`config.mk`:
```
export PLATFORM = sky130hd
export DESIGN_NAME = key_hold_repeat_trigger_core
export DESIGN_NICKNAME = d
export VERILOG_FILES = /design/src/rtl/khrt_pkg.sv /design/src/rtl/khrt_step.sv /design/src/rtl/khrt_rsp_buf.sv /design/src/rtl/key_hold_repeat_trigger_core.sv
export SDC_FILE = /design/constraint.sdc
export NUM_CORES = 1
export LEC_CHECK = 0
export BUFFER_PORTS_ARGS = -buffer_cell sky130_fd_sc_hd__buf_2
export CAP_MARGIN = 25
export CORE_UTILIZATION = 35
export CTS_CLUSTER_SIZE = 14
export DETAILED_ROUTE_END_ITERATION = 16
export SYNTH_ARGS = -nofsm -noshare
export SYNTH_HDL_FRONTEND = slang
export SYNTH_SLANG_ARGS = --single-unit
```
`constraint.sdc`:
```
create_clock -name clock -period 5.6 [get_ports clock]
set_input_delay 0 -clock clock [delete_from_list [all_inputs] [get_ports clock]]
set_output_delay 0 -clock clock [all_outputs]
set_load 0.01 [all_outputs]
```
`src/rtl/khrt_pkg.sv`:
```
// shared types and constants for the key hold and repeat trigger
package khrt_pkg;

   localparam int TICK_WIDTH = 32;
   localparam int DELAY_WIDTH = 32;
   localparam int CMP_WIDTH = (TICK_WIDTH > DELAY_WIDTH) ? TICK_WIDTH : DELAY_WIDTH;
   localparam int CSR_INDEX_WIDTH = 4;
   localparam int CSR_DATA_WIDTH = 32;

   localparam logic [CSR_INDEX_WIDTH-1:0] REG_TARGET_KEY = 4'd0;
   localparam logic [CSR_INDEX_WIDTH-1:0] REG_TRIGGER_ON_RELEASE = 4'd1;
   localparam logic [CSR_INDEX_WIDTH-1:0] REG_HOLD_DELAY = 4'd2;
   localparam logic [CSR_INDEX_WIDTH-1:0] REG_REPEAT_DELAY = 4'd3;

   localparam logic REQ_TICK = 1'b0;
   localparam logic REQ_KEY_EVENT = 1'b1;

   localparam logic [7:0] POS_RELEASED = 8'd0;
   localparam logic [7:0] POS_PRESSED = 8'd255;

   localparam logic [1:0] EV_BEGIN = 2'd0;
   localparam logic [1:0] EV_SUCCESS = 2'd1;
   localparam logic [1:0] EV_CANCEL = 2'd2;

   typedef enum logic [1:0] {
      PH_IDLE = 2'd0,
      PH_RUN = 2'd1,
      PH_REPEAT = 2'd2
   } phase_type;

   typedef struct packed {
      logic req_type;
      logic [7:0] key_code;
      logic [7:0] position;
   } req_payload_type;

   typedef struct packed {
      logic [1:0] event_kind;
      logic last_of_run;
   } rsp_payload_type;

   typedef struct packed {
      logic [7:0] target_key;
      logic trigger_on_release;
      logic [DELAY_WIDTH-1:0] hold_delay;
      logic [DELAY_WIDTH-1:0] repeat_delay;
   } cfg_type;

   typedef struct packed {
      phase_type phase;
      logic [TICK_WIDTH-1:0] ticks_since_start;
      logic [TICK_WIDTH-1:0] ticks_since_success;
   } state_type;

   typedef struct packed {
      logic [1:0] count;
      logic [1:0] kind0;
      logic [1:0] kind1;
   } results_type;

endpackage

```
`src/rtl/khrt_step.sv`:
```
// next state and results for one transaction
module khrt_step (
   input khrt_pkg::cfg_type cfg,
   input khrt_pkg::state_type state_cur,
   input khrt_pkg::req_payload_type req,
   output khrt_pkg::state_type state_nxt,
   output khrt_pkg::results_type results
);

   logic [khrt_pkg::TICK_WIDTH-1:0] start_inc;
   logic [khrt_pkg::TICK_WIDTH-1:0] success_inc;
   logic [khrt_pkg::CMP_WIDTH-1:0] start_inc_x;
   logic [khrt_pkg::CMP_WIDTH-1:0] success_inc_x;
   logic [khrt_pkg::CMP_WIDTH-1:0] start_cur_x;
   logic [khrt_pkg::CMP_WIDTH-1:0] hold_x;
   logic [khrt_pkg::CMP_WIDTH-1:0] repeat_x;
   logic is_tick;
   logic is_key;
   logic match;
   logic reversed;
   logic tick_repeat_fire;
   logic tick_run_fire;
   logic hold_zero;
   logic event_hold_met;

   assign start_inc = (&state_cur.ticks_since_start) ? state_cur.ticks_since_start
                    : state_cur.ticks_since_start + 1'b1;
   assign success_inc = (&state_cur.ticks_since_success) ? state_cur.ticks_since_success
                      : state_cur.ticks_since_success + 1'b1;

   assign start_inc_x = khrt_pkg::CMP_WIDTH'(start_inc);
   assign success_inc_x = khrt_pkg::CMP_WIDTH'(success_inc);
   assign start_cur_x = khrt_pkg::CMP_WIDTH'(state_cur.ticks_since_start);
   assign hold_x = khrt_pkg::CMP_WIDTH'(cfg.hold_delay);
   assign repeat_x = khrt_pkg::CMP_WIDTH'(cfg.repeat_delay);

   assign is_tick = (req.req_type == khrt_pkg::REQ_TICK);
   assign is_key = (req.req_type == khrt_pkg::REQ_KEY_EVENT) && (req.key_code == cfg.target_key);
   assign match = ((req.position == khrt_pkg::POS_PRESSED) && !cfg.trigger_on_release)
               || ((req.position == khrt_pkg::POS_RELEASED) && cfg.trigger_on_release);
   assign reversed = ((req.position == khrt_pkg::POS_PRESSED) && cfg.trigger_on_release)
                  || ((req.position == khrt_pkg::POS_RELEASED) && !cfg.trigger_on_release);
   assign tick_repeat_fire = (success_inc_x >= repeat_x);
   assign tick_run_fire = (start_inc_x >= hold_x);
   assign hold_zero = (cfg.hold_delay == '0);
   assign event_hold_met = (start_cur_x >= hold_x);

   // next phase
   always_comb begin
      state_nxt.phase = state_cur.phase;
      unique case (state_cur.phase)
         khrt_pkg::PH_IDLE: begin
            if (is_key && match) begin
               state_nxt.phase = hold_zero ? khrt_pkg::PH_REPEAT : khrt_pkg::PH_RUN;
            end
         end
         khrt_pkg::PH_RUN: begin
            if (is_tick) begin
               if (tick_run_fire) begin
                  state_nxt.phase = khrt_pkg::PH_REPEAT;
               end
            end else if (is_key) begin
               if (reversed) begin
                  state_nxt.phase = khrt_pkg::PH_IDLE;
               end else if (event_hold_met) begin
                  state_nxt.phase = khrt_pkg::PH_REPEAT;
               end
            end
         end
         khrt_pkg::PH_REPEAT: begin
            if (is_key && reversed) begin
               state_nxt.phase = khrt_pkg::PH_IDLE;
            end
         end
         default: begin
            state_nxt.phase = state_cur.phase;
         end
      endcase
   end

   // counters and results
   always_comb begin
      state_nxt.ticks_since_start = state_cur.ticks_since_start;
      state_nxt.ticks_since_success = state_cur.ticks_since_success;
      results.count = 2'd0;
      results.kind0 = khrt_pkg::EV_SUCCESS;
      results.kind1 = khrt_pkg::EV_SUCCESS;
      if (is_tick) begin
         state_nxt.ticks_since_start = start_inc;
         state_nxt.ticks_since_success = success_inc;
         if ((state_cur.phase == khrt_pkg::PH_REPEAT) && tick_repeat_fire) begin
            results.count = 2'd1;
            state_nxt.ticks_since_success = '0;
         end else if ((state_cur.phase == khrt_pkg::PH_RUN) && tick_run_fire) begin
            results.count = 2'd1;
            state_nxt.ticks_since_success = '0;
         end
      end else if (is_key) begin
         if (state_cur.phase == khrt_pkg::PH_IDLE) begin
            if (match) begin
               state_nxt.ticks_since_start = '0;
               results.kind0 = khrt_pkg::EV_BEGIN;
               results.count = hold_zero ? 2'd2 : 2'd1;
            end
         end else if (reversed) begin
            results.kind0 = khrt_pkg::EV_CANCEL;
            results.count = 2'd1;
         end else if (event_hold_met) begin
            results.count = 2'd1;
         end
      end
   end

endmodule

```
`src/rtl/khrt_rsp_buf.sv`:
```
// two-entry result queue that takes up to two results per cycle while room is high
module khrt_rsp_buf (
   input logic clock,
   input logic reset,
   input khrt_pkg::results_type push,
   output logic room,
   output logic rsp_valid,
   input logic rsp_ready,
   output khrt_pkg::rsp_payload_type rsp_data
);

   khrt_pkg::rsp_payload_type ent_ff [2];
   logic head_ff;
   logic head_in;
   logic [1:0] count_ff;
   logic [1:0] count_in;
   logic pop;
   logic wr0_idx;
   logic wr1_idx;

   assign rsp_valid = (count_ff != 2'd0);
   assign rsp_data = ent_ff[head_ff];
   assign pop = rsp_valid && rsp_ready;
   assign room = (count_ff == 2'd0) || ((count_ff == 2'd1) && rsp_ready);
   assign wr0_idx = head_ff ^ count_ff[0];
   assign wr1_idx = ~wr0_idx;
   assign head_in = head_ff ^ pop;
   assign count_in = count_ff - {1'b0, pop} + push.count;

   always_ff @(posedge clock) begin
      if (reset) begin
         head_ff <= 1'b0;
         count_ff <= 2'd0;
      end else begin
         head_ff <= head_in;
         count_ff <= count_in;
      end
   end

   always_ff @(posedge clock) begin
      if (push.count != 2'd0) begin
         ent_ff[wr0_idx].event_kind <= push.kind0;
         ent_ff[wr0_idx].last_of_run <= (push.count == 2'd1);
      end
      if (push.count == 2'd2) begin
         ent_ff[wr1_idx].event_kind <= push.kind1;
         ent_ff[wr1_idx].last_of_run <= 1'b1;
      end
   end

endmodule

```
`src/rtl/key_hold_repeat_trigger_core.sv`:
```
// key hold and repeat trigger top level
// results: registered in the result queue, shown in the cycle after acceptance
// throughput: one transaction per cycle while each gives at most one result and
//   the result side keeps up; a transaction with two results fills the two-entry
//   result queue, which must pop an entry before the next transaction is accepted
// reset: synchronous, clears phase to idle, start counter to zero,
//   success counter to all ones and the configuration registers to zero
module key_hold_repeat_trigger_core (
   input logic clock,
   input logic reset,
   input logic req_valid,
   output logic req_ready,
   input khrt_pkg::req_payload_type req_data,
   output logic rsp_valid,
   input logic rsp_ready,
   output khrt_pkg::rsp_payload_type rsp_data,
   input logic csr_valid,
   output logic csr_ready,
   input logic [khrt_pkg::CSR_INDEX_WIDTH-1:0] csr_index,
   input logic [khrt_pkg::CSR_DATA_WIDTH-1:0] csr_data
);

   khrt_pkg::cfg_type cfg_ff;
   khrt_pkg::cfg_type cfg_in;
   khrt_pkg::state_type state_ff;
   khrt_pkg::state_type state_in;
   khrt_pkg::state_type state_nxt;
   khrt_pkg::results_type results;
   khrt_pkg::results_type push;
   logic room;
   logic req_fire;

   assign csr_ready = 1'b1;
   assign req_ready = room;
   assign req_fire = req_valid && room;

   always_comb begin
      cfg_in = cfg_ff;
      if (csr_valid) begin
         unique case (csr_index)
            khrt_pkg::REG_TARGET_KEY: cfg_in.target_key = csr_data[7:0];
            khrt_pkg::REG_TRIGGER_ON_RELEASE: cfg_in.trigger_on_release = csr_data[0];
            khrt_pkg::REG_HOLD_DELAY:
               cfg_in.hold_delay = csr_data[khrt_pkg::DELAY_WIDTH-1:0];
            khrt_pkg::REG_REPEAT_DELAY:
               cfg_in.repeat_delay = csr_data[khrt_pkg::DELAY_WIDTH-1:0];
            default: cfg_in = cfg_ff;
         endcase
      end
   end

   khrt_step u_step (
      .cfg(cfg_ff),
      .state_cur(state_ff),
      .req(req_data),
      .state_nxt(state_nxt),
      .results(results)
   );

   always_comb begin
      state_in = req_fire ? state_nxt : state_ff;
      push = results;
      if (!req_fire) begin
         push.count = 2'd0;
      end
   end

   always_ff @(posedge clock) begin
      if (reset) begin
         cfg_ff <= '0;
         state_ff.phase <= khrt_pkg::PH_IDLE;
         state_ff.ticks_since_start <= '0;
         state_ff.ticks_since_success <= '1;
      end else begin
         cfg_ff <= cfg_in;
         state_ff <= state_in;
      end
   end

   khrt_rsp_buf u_rsp_buf (
      .clock(clock),
      .reset(reset),
      .push(push),
      .room(room),
      .rsp_valid(rsp_valid),
      .rsp_ready(rsp_ready),
      .rsp_data(rsp_data)
   );

endmodule

```
## After elaboration in Yosys (flattened, before gate mapping)

Memories as Yosys holds them, arrays and structs flattened. A register that Yosys moved wholly into a read port is not among the register bits.
Index checks and enable logic that the tools add are counted.

| word-level totals | value |
|---|---|
| input bits | 58 |
| RAM bits | 6 |
| logic and storage cells | 105 |
| memories | 1 |
| bits in registers | 142 |

| operators by class | value |
|---|---|
| multiplexer cells | 33 |
| bitwise gates (word level) | 4 |
| reductions and logical operators | 33 |
| magnitude comparators | 3 |
| add/subtract/negate cells | 4 |
| equality and inequality tests | 18 |

Memory list:

| memory | depth | width | read ports | clocked after memory_dff | wr ports | RTL line | RTL |
|---|---|---|---|---|---|---|---|
| u_rsp_buf.ent_ff | 2 | 3 | 1 | 1 | 2 | khrt_rsp_buf.sv:12 | `khrt_pkg::rsp_payload_type ent_ff [2];` |

Operators by type and width:

| kind | count |
|---|---|
| $mux 32 | 8 |
| $ge 32x32->1 | 3 |
| $add 32x1->32 const B | 2 |
| $reduce_and 32->1 | 2 |
| $logic_not 32->1 | 1 |
| $mux 2 | 12 |
| $logic_and 1x1->1 | 12 |
| $mux 4 | 3 |
| $ne 2x1->1 const B | 5 |
| $reduce_and 2->1 | 5 |
| $mux 1 | 9 |
| $eq 4x2->1 const B | 2 |
| $eq 8x8->1 | 1 |
| $eq 8x8->1 const B | 1 |
| $logic_not 8->1 | 1 |
| $reduce_and 7->1 | 1 |
| $eq 2x1->1 const B | 3 |
| $ne 3x2->1 const B | 2 |
| $pmux 2 s3 | 1 |
| $eq 2x2->1 const B | 2 |
| $eq 4x1->1 const B | 1 |
| $logic_not 2->1 | 2 |
| $logic_not 4->1 | 1 |
| $ne 4x2->1 const B | 1 |
| 9 further kinds | 14 |

## Logic depth before layout (Yosys ltp)

Gate-level depths: netlist (run 1).

| logic depth | value |
|---|---|
| depth after elaboration | 11 |
| mapped depth | 22 |
| mapped depth without buffers | 21 |

## By module

From an unflattened synthesis (run 1), not the netlist that was laid out.

| unflattened totals | value |
|---|---|
| cell total of the unflattened synthesis | 1412 |
| area, all modules | 11118.2 um2 |

By module, submodules not included:

| module | seq. area each (um2) | cells an instance | instances | area each (um2) |
|---|---|---|---|---|
| key_hold_repeat_trigger_core | 2782.7 | 570 | 1 | 5372.7 |
| khrt_step | 0.0 | 789 | 1 | 5233.8 |
| khrt_rsp_buf | 220.2 | 53 | 1 | 511.7 |

## Least setup slack after synthesis (run 1)

OpenSTA, ideal clock, no wires.

| timing path | value |
|---|---|
| kind | reg2reg |
| from | reg state_ff[8] (netlist bit) |
| to | reg u_rsp_buf.count_ff[1] |
| setup time | 0.128 ns |
| data arrival time | 4.177 ns |
| setup slack | 1.295 ns |
| data required time | 5.472 ns |
| cell stages (with the launch flop) | 21 |
| path buffers | 0 |
| cell sequence | dfxtp_1 > and4_1 > nand4_4 > nor4_4 > and3_1 > nor3_2 > nand3_1 > xnor2_1 > ha_1 > a21oi_1 > o21ai_0 > a2111oi_0 > nand3_1 > o21ai_1 > a21oi_1 > or2_2 > ha_1 > xor2_1 > xnor2_1 > xnor2_1 > nor2_1 |

| on the way | value |
|---|---|
| word-level cells in the longest chain between the ends | 8 |

Ends and longest elaborated chain:

| element | RTL line | RTL |
|---|---|---|
| start, declared | key_hold_repeat_trigger_core.sv:25 | `khrt_pkg::state_type state_ff;` |
| start signal, assigned | key_hold_repeat_trigger_core.sv:76 | `state_ff <= state_in;` |
| $add 32x1->32 / $reduce_and 32->1 (equally long branches) | khrt_step.sv:29, khrt_step.sv:28 |  |
| $mux 32 (*) | khrt_step.sv:28 | `assign success_inc = (&state_cur.ticks_since_success) ? state_cur.ticks_since_success` |
| $ge 32x32->1 (*) | khrt_step.sv:43 | `assign tick_repeat_fire = (success_inc_x >= repeat_x);` |
| $logic_and 1x1->1 (*) | khrt_step.sv:91 | `if ((state_cur.phase == khrt_pkg::PH_REPEAT) && tick_repeat_fire) begin` |
| $mux 1 (*) | khrt_step.sv:91 |  |
| $mux 2 (*) | khrt_step.sv:88 | `if (is_tick) begin` |
| $mux 2 (*) | key_hold_repeat_trigger_core.sv:63 | `if (!req_fire) begin` |
| $add 2x2->2 (*) | khrt_rsp_buf.sv:28 | `assign count_in = count_ff - {1'b0, pop} + push.count;` |
| end signal, assigned | khrt_rsp_buf.sv:36 | `count_ff <= count_in;` |
| end, declared | khrt_rsp_buf.sv:15 | `logic [1:0] count_ff;` |

Every way passes the cells marked *; elsewhere a longest branch is shown, timed or not.
A chain may end at the register's enable or synchronous reset.

## Worst setup path after layout (run 1)

| timing path | value |
|---|---|
| from | reg state_ff[35] (netlist bit) |
| to | reg u_rsp_buf.count_ff[1] |

| on the way | value |
|---|---|
| word-level cells in the longest chain between the ends | 9 |

Ends and longest elaborated chain:

| element | RTL line | RTL |
|---|---|---|
| $add 32x1->32 / $reduce_and 32->1 (equally long branches) | khrt_step.sv:27, khrt_step.sv:26 |  |
| $mux 32 | khrt_step.sv:26 | `assign start_inc = (&state_cur.ticks_since_start) ? state_cur.ticks_since_start` |
| $ge 32x32->1 | khrt_step.sv:44 | `assign tick_run_fire = (start_inc_x >= hold_x);` |
| $logic_and 1x1->1 | khrt_step.sv:94 | `end else if ((state_cur.phase == khrt_pkg::PH_RUN) && tick_run_fire) begin` |
| $mux 1 | khrt_step.sv:94 |  |
| $mux 1 | khrt_step.sv:91 |  |
| $mux 2 (*) | khrt_step.sv:88 |  |
| $mux 2 (*) | key_hold_repeat_trigger_core.sv:63 |  |
| $add 2x2->2 (*) | khrt_rsp_buf.sv:28 |  |

Marks and branches as above.

==> results of run 1 <==
logic make-up (layout without fill, tap and decap cells):
kind of cell    Yosys count  in the layout  synth area share
simple gates            485            485             0.241
flops                   148            148             0.306
other cells               1              2          0.000387
compound gates          284            284             0.182
xor+xnor                 75             75            0.0678
fa+ha+maj               104            104             0.134
mux                      15             15            0.0163
buf+inv                 134            220            0.0529
worst max-delay path by stage:
stage	endpoint	slack, ns	cells after the start
3_5_place_dp	u_rsp_buf.count_ff[1]	0.64	18
6_report	u_rsp_buf.count_ff[1]	0.60	18
5_1_grt	u_rsp_buf.count_ff[1]	0.17	18
3_3_place_gp	state_ff[16]	0.78	14
2_1_floorplan	u_rsp_buf.count_ff[1]	1.30	20
4_1_cts	u_rsp_buf.count_ff[1]	0.61	18
tightest hold or removal path, delay by kind of cell:
kind / cells / cell delay, ns
XOR/XNOR: 1 / 0.08
buffers and inverters: 1 / 0.08
AND/OR/NAND/NOR: 2 / 0.24
metal layers:
metal  vias up  routed length [um]
met2       250               11800
li1       4545                   -
met5         -                   0
met3        36                1390
met4         0                 582
met1      4234               13500
per-stage QoR:
step | area (um^2) | hold WS (ns) | util
after floorplan | 9700 | 0.136 | -
after global placement | 10300 | 0.260 | 0.382
after detailed placement | 10400 | 0.264 | 0.384
after CTS | 11300 | 0.00135 | 0.418
after global routing | 11300 | 0.0330 | 0.419
final | 11300 | 0.0106 | 0.419
power groups by stage:
stage	Clock (W)	Sequential (W)	Combinational, W
4_1_cts	0.00121	0.00116	0.00112
5_1_grt	0.00124	0.00117	0.00126
6_report	0.00119	0.00116	0.00112
3_3_place_gp	0	0.00118	0.00105
2_1_floorplan	0	0.00116	0.000828
3_5_place_dp	0	0.00118	0.00109
area by class of cell:
cell class                 count  area, um^2  share of cell area
timing repair buffer         109         796              0.0703
clock buffer                  20         467              0.0412
clock inverter                10         131              0.0116
sequential                   148        2960               0.262
inverter                      81         304              0.0269
antenna                        1        2.50            0.000221
tap                          341         427              0.0377
multi-input combinational    964        6230               0.550
timing repair:
item,4_1_cts,5_1_grt
endpoints found under the hold margin,73,0
resized for setup,0,0
hold buffers,33,0
setup buffers,0,0
layout by cell type (no fill, tap or decap), types with 4 or more instances in the layout:
cell,Yosys,routed
dlygate4sd3_1,0,33
xnor2_1,50,50
mux2i_1,9,9
and3_1,23,23
a211oi_1,8,8
xor2_1,25,25
nor2b_1,11,11
buf_4,1,12
and4_1,8,8
clkbuf_16,0,17
buf_2,5,61
dfxtp_1,148,148
inv_1,81,81
a22o_1,7,7
a31o_2,8,8
nand3_1,41,41
nand2_1,207,207
o31ai_1,6,6
o21ai_0,64,64
or2_2,4,4
nor4_1,14,14
nor2_1,88,86
nor3_1,18,17
a31oi_1,8,8
clkinv_2,0,5
nand4_1,30,30
a21oi_1,124,124
or3_1,7,7
mux2_2,6,6
a21o_1,7,7
and2_1,11,11
ha_1,104,104
a221o_1,25,25
sequential cells by signal, summed over array words and instances, names as in the netlist:
register,count
u_rsp_buf.head_ff,1
state_ff,66
u_rsp_buf.count_ff,2
u_rsp_buf.ent_ff,6
cfg_ff,73
==> impl_metrics.json, run 1 <==
{
  "place_congestion": 0.882,
  "ys_seq_area_frac": 0.306,
  "power.net_switching_w": 0.00117,
  "drt_iter0_markers": 655,
  "critical_path_required_ns": 5.89,
  "rsz0062_at_grt": "no",
  "syn-num-nets": 1408,
  "finalCriticalPeriod_ns": 5.00,
  "tightest_slew_ns": 0.766,
  "n_fill_cell": 2764,
  "hold_depth": 4,
  "die_x_um": 168,
  "fin_cells": 1674,
  "vias": 9065,
  "async_flop_share": 0,
  "power_density_nw_per_um2": 306,
  "hold_end": "u_rsp_buf.head_ff",
  "setup_viol_count_final": 0,
  "final_antenna_net_count": 0,
  "status": "completed",
  "h-tree-depth": 4,
  "dp.cells": 1609,
  "first_global_vias": 8685,
  "min_from": "rsp_ready",
  "synth_top_area_share": 0.306,
  "place_ws_ns": 0.644,
  "top_usage_layer": "met2",
  "maxSlewViolCount": 0,
  "timing_hold_violations_final": 0,
  "crit_buf_inv": 0,
  "clock_latency_ns": 0.43,
  "path_cells": "nand4_1 > nor4_4 > nand4_1 > or3_1 > xnor2_1 > ha_1 > a21oi_1 > o21ai_0 > a211oi_1 > nand4_1 > nand3_1 > a21oi_1 > or2_2 > ha_1 > xor2_1 > xnor2_1 > xnor2_1 > nor2_1",
  "dp_hpwl_mm": 20.2,
  "cap_violations": 0,
  "cts_buffer_depth": 2,
  "antenna_found_initial": 1,
  "peakVddDrop_mv": 0.151,
  "worst_setup_path_end_kind": "flip-flop",
  "gr-total-overflow": 0,
  "firstDrtPassIters": 5,
  "crit_start": "state_ff[35]",
  "via_per_inst": 5.42,
  "synth-main-ff-cell": "dfxtp_1",
  "synth_area_leaders": "dfxtp_1 31%, ha_1 13%, nand2_1 8.0%",
  "fp.dieH_um": 168,
  "drc": 0,
  "synthToLayoutAreaGrowth_pct": 16.8,
  "wirelength_mm": 27.3,
  "route.detailed.wl_per_inst_um": 16.3,
  "tns_ns": 0,
  "cts_root_buffer": "clkbuf_16",
  "syn_inst": 1246,
  "slowest_delay_ns": 0.57,
  "clkTransAtPathRegs_ns": 0.06,
  "drive_above_1_share": 0.104,
  "globalRouteMet2Util": 0.307,
  "io_buffers": 62,
  "fin_ws_ns": 0.599,
  "rr_worst_depth": 18,
  "p_total_w": 0.00347,
  "p_leak_nw": 4.42,
  "synth_common_cells": "207 x nand2_1, 148 x dfxtp_1, 124 x a21oi_1",
  "synth_cell_type_count": 63,
  "final.period_utilization": 0.893,
  "num_rows": 60,
  "synth_enable_flop_cells": 0,
  "die_area_um2": 28400,
  "ios": 64,
  "holdCritPathClass": "in2reg",
  "internal_power_w": 0.00230,
  "track_usage": 0.197,
  "cts_tree": "done",
  "grt_pass1_wl_mm": 44.6,
  "sequentialPowerShare": 0.334,
  "max_slew_margin": 0.489,
  "yosysTopAreaCell": "dfxtp_1",
  "finalClockSkew_ns": 0.0101,
  "grt_max_degree": 69,
  "netSwitchingFraction": 0.338,
  "critPathKind": "reg2reg",
  "synth_area_um2": 9700,
  "syn_avg_cell_area_um2": 7.78,
  "use_met1": 0.277,
  "synth_most_common_cell": "nand2_1",
  "r2r-end": "u_rsp_buf.count_ff[1]",
  "synth_warnings": 0,
  "power.share.clock": 0.343,
  "cts_made_buffers": 17,
  "cp.arrival_ns": 5.29,
  "cts.sinks": 148,
  "initial_core_util": 0.359,
  "r2r_slack_ns": 0.60,
  "path_max_fanout": 11,
  "grt_use_met3": 0.0277,
  "layout.nets": 1483,
  "crit_family": "simple AND/OR/NAND/NOR gates",
  "start_kind": "flip-flop",
  "p_comb_frac": 0.322,
  "cpMaxStageDelayCell": "or3_1",
  "core_um2": 27000,
  "rr_startpoint": "state_ff[35]",
  "synth-seq-cells": 148,
  "timing.fmax_ghz": 0.200
}
No activity file was read; power rests on OpenSTA's default activity.
==> run 2, diff against run 1 <==
--- a/config.mk
+++ b/config.mk
@@ -8,6 +8,7 @@
 export BUFFER_PORTS_ARGS = -buffer_cell sky130_fd_sc_hd__buf_2
 export CAP_MARGIN = 25
 export CORE_UTILIZATION = 35
+export CTS_BUF_LIST = sky130_fd_sc_hd__clkbuf_8
 export CTS_CLUSTER_SIZE = 14
 export DETAILED_ROUTE_END_ITERATION = 16
 export SYNTH_ARGS = -nofsm -noshare
==> run 2 against run 1 <==
Clock-buffer cell count unchanged. Register-to-register slack improved by 0.02 ns. Cell count increased by 0.24%. Design area decreased by 1.3%. Clock skew increased by 0.0053 ns. First-iteration DRC count decreased by 11%. Clock power decreased by 25%.
==> impl_metrics.json, run 2 (synthesis gave the netlist of run 1 again) <==
{
  "cts_root_buffer": "clkbuf_8",
  "fp.dieH_um": 168,
  "start_kind": "flip-flop",
  "holdCritPathClass": "in2reg",
  "core_um2": 27000,
  "h-tree-depth": 4,
  "peakVddDrop_mv": 0.138,
  "slowest_delay_ns": 0.57,
  "max_slew_margin": 0.479,
  "mostFrequentLayoutCells": "207 x nand2_1, 148 x dfxtp_1, 124 x a21oi_1, 104 x ha_1, 86 x nor2_1",
  "vias": 9131,
  "tightest_slew_ns": 0.782,
  "cpMaxStageDelayCell": "or3_1",
  "path_cells": "nand4_1 > nor4_4 > nand4_1 > or3_1 > xnor2_1 > ha_1 > a21oi_1 > o21ai_0 > a211oi_1 > nand4_1 > nand3_1 > a21oi_1 > or2_2 > ha_1 > xor2_1 > xnor2_1 > xnor2_1 > nor2_1",
  "cts_made_buffers": 17,
  "status": "completed",
  "timing_hold_violations_final": 0,
  "top_regs": "cfg_ff (73), state_ff (66), u_rsp_buf.ent_ff (6)",
  "critical_path_required_ns": 5.93,
  "regMostFlops": "cfg_ff",
  "grt_pass1_wl_mm": 44.5,
  "cts.repair.resized": 0,
  "worst_setup_path_end_kind": "flip-flop",
  "setup_viol_count_final": 0,
  "initial_core_util": 0.359,
  "p_leak_nw": 4.35,
  "maxSlewViolCount": 0,
  "die_x_um": 168,
  "sequentialPowerShare": 0.366,
  "first_global_vias": 8661,
  "clock_latency_ns": 0.46,
  "path_max_fanout": 11,
  "layout.nets": 1487,
  "tns_ns": 0,
  "place_congestion": 0.882,
  "power_density_nw_per_um2": 284,
  "mostFrequentLayoutCell": "nand2_1",
  "antenna_found_initial": 1,
  "grt_max_degree": 69,
  "route.detailed.wl_per_inst_um": 16.2,
  "num_rows": 60,
  "cts_buffer_depth": 2,
  "finalClockSkew_ns": 0.0154,
  "final_antenna_net_count": 0,
  "synthToLayoutAreaGrowth_pct": 15.2,
  "place_area_um2": 10400,
  "gr-total-overflow": 0,
  "dp_hpwl_mm": 20.2,
  "firstDrtPassIters": 7,
  "drt_iter0_markers": 581,
  "cts_tree": "done",
  "final.period_utilization": 0.889,
  "p_comb_frac": 0.352,
  "track_usage": 0.197,
  "rsz0062_at_grt": "no",
  "clkTransAtPathRegs_ns": 0.09,
  "drive_above_1_share": 0.103,
  "power.net_switching_w": 0.00113,
  "io_buffers": 62,
  "fin_ws_ns": 0.623,
  "via_per_inst": 5.44,
  "final_area_um2": 11200,
  "die_area_um2": 28400,
  "place_ws_ns": 0.644,
  "ios": 64,
  "cp.arrival_ns": 5.31,
  "drc": 0,
  "finalCriticalPeriod_ns": 4.98,
  "critPathKind": "reg2reg",
  "netSwitchingFraction": 0.357,
  "largest_reg_flops": 73,
  "wirelength_mm": 27.2,
  "internal_power_w": 0.00204,
  "timing.fmax_ghz": 0.201,
  "power.share.clock": 0.282,
  "cap_violations": 0,
  "cts.sinks": 148
}
-- run 2: repair_timing --
action | in CTS | in global routing
endpoints found under the hold margin | 74 | 0
setup buffers | 0 | 0
hold buffers | 37 | 0
-- run 2: worst paths after layout --
path | startpoint | endpoint | slack (ns) | depth (start not counted)
max | state_ff[35] | u_rsp_buf.count_ff[1] | 0.62 | 18
max reg2reg | state_ff[35] | u_rsp_buf.count_ff[1] | 0.62 | 18
min | req_data[16] | state_ff[33] | 0.02 | 4
min reg2reg | cfg_ff[5] | cfg_ff[5] | 0.46 | 2
-- run 2: layout make-up --
type	count	area, um^2
Multi-Input combinational cell	964	6230
Antenna cell	1	2.50
Clock inverter	10	131
Inverter	81	304
Tap cell	341	427
Fill cell	2789	15900
Sequential cell	148	2960
Timing Repair Buffer	113	836
Clock buffer	20	275
-- run 2: power by group through the flow --
stage | sequential, W | combinational [W] | clock [W]
2_1_floorplan | 0.00116 | 0.000828 | 0
3_3_place_gp | 0.00118 | 0.00105 | 0
3_5_place_dp | 0.00118 | 0.00109 | 0
4_1_cts | 0.00116 | 0.00112 | 0.000912
5_1_grt | 0.00117 | 0.00127 | 0.000948
6_report | 0.00116 | 0.00111 | 0.000894
-- run 2: stage by stage --
step | power (W) | cells | hold slack (ns) | utilization
4_1_cts | 0.00318 | 1676 | 0.00331 | 0.413
3_5_place_dp | 0.00227 | 1609 | 0.264 | 0.384
3_3_place_gp | 0.00223 | 1607 | 0.260 | 0.382
2_1_floorplan | 0.00199 | 1246 | 0.136 | -
5_1_grt | 0.00338 | 1678 | 0.0397 | 0.413
6_report | 0.00317 | 1678 | 0.0167 | 0.413
-- run 2: routing by layer --
metal	routed length, um	global-route usage	vias to the layer above
li1	-	-	4549
met1	13400	0.278	4294
met5	0	0	-
met4	621	0.0676	0
met3	1400	0.0277	40
met2	11900	0.305	248
-- run 2: critical path: cells and delay by family (launching register included) --
family          cells  cell delay [ns]
fa+ha+maj           2             0.49
flops               1             0.47
xor+xnor            4             0.58
simple gates        8             2.57
compound gates      4             0.73
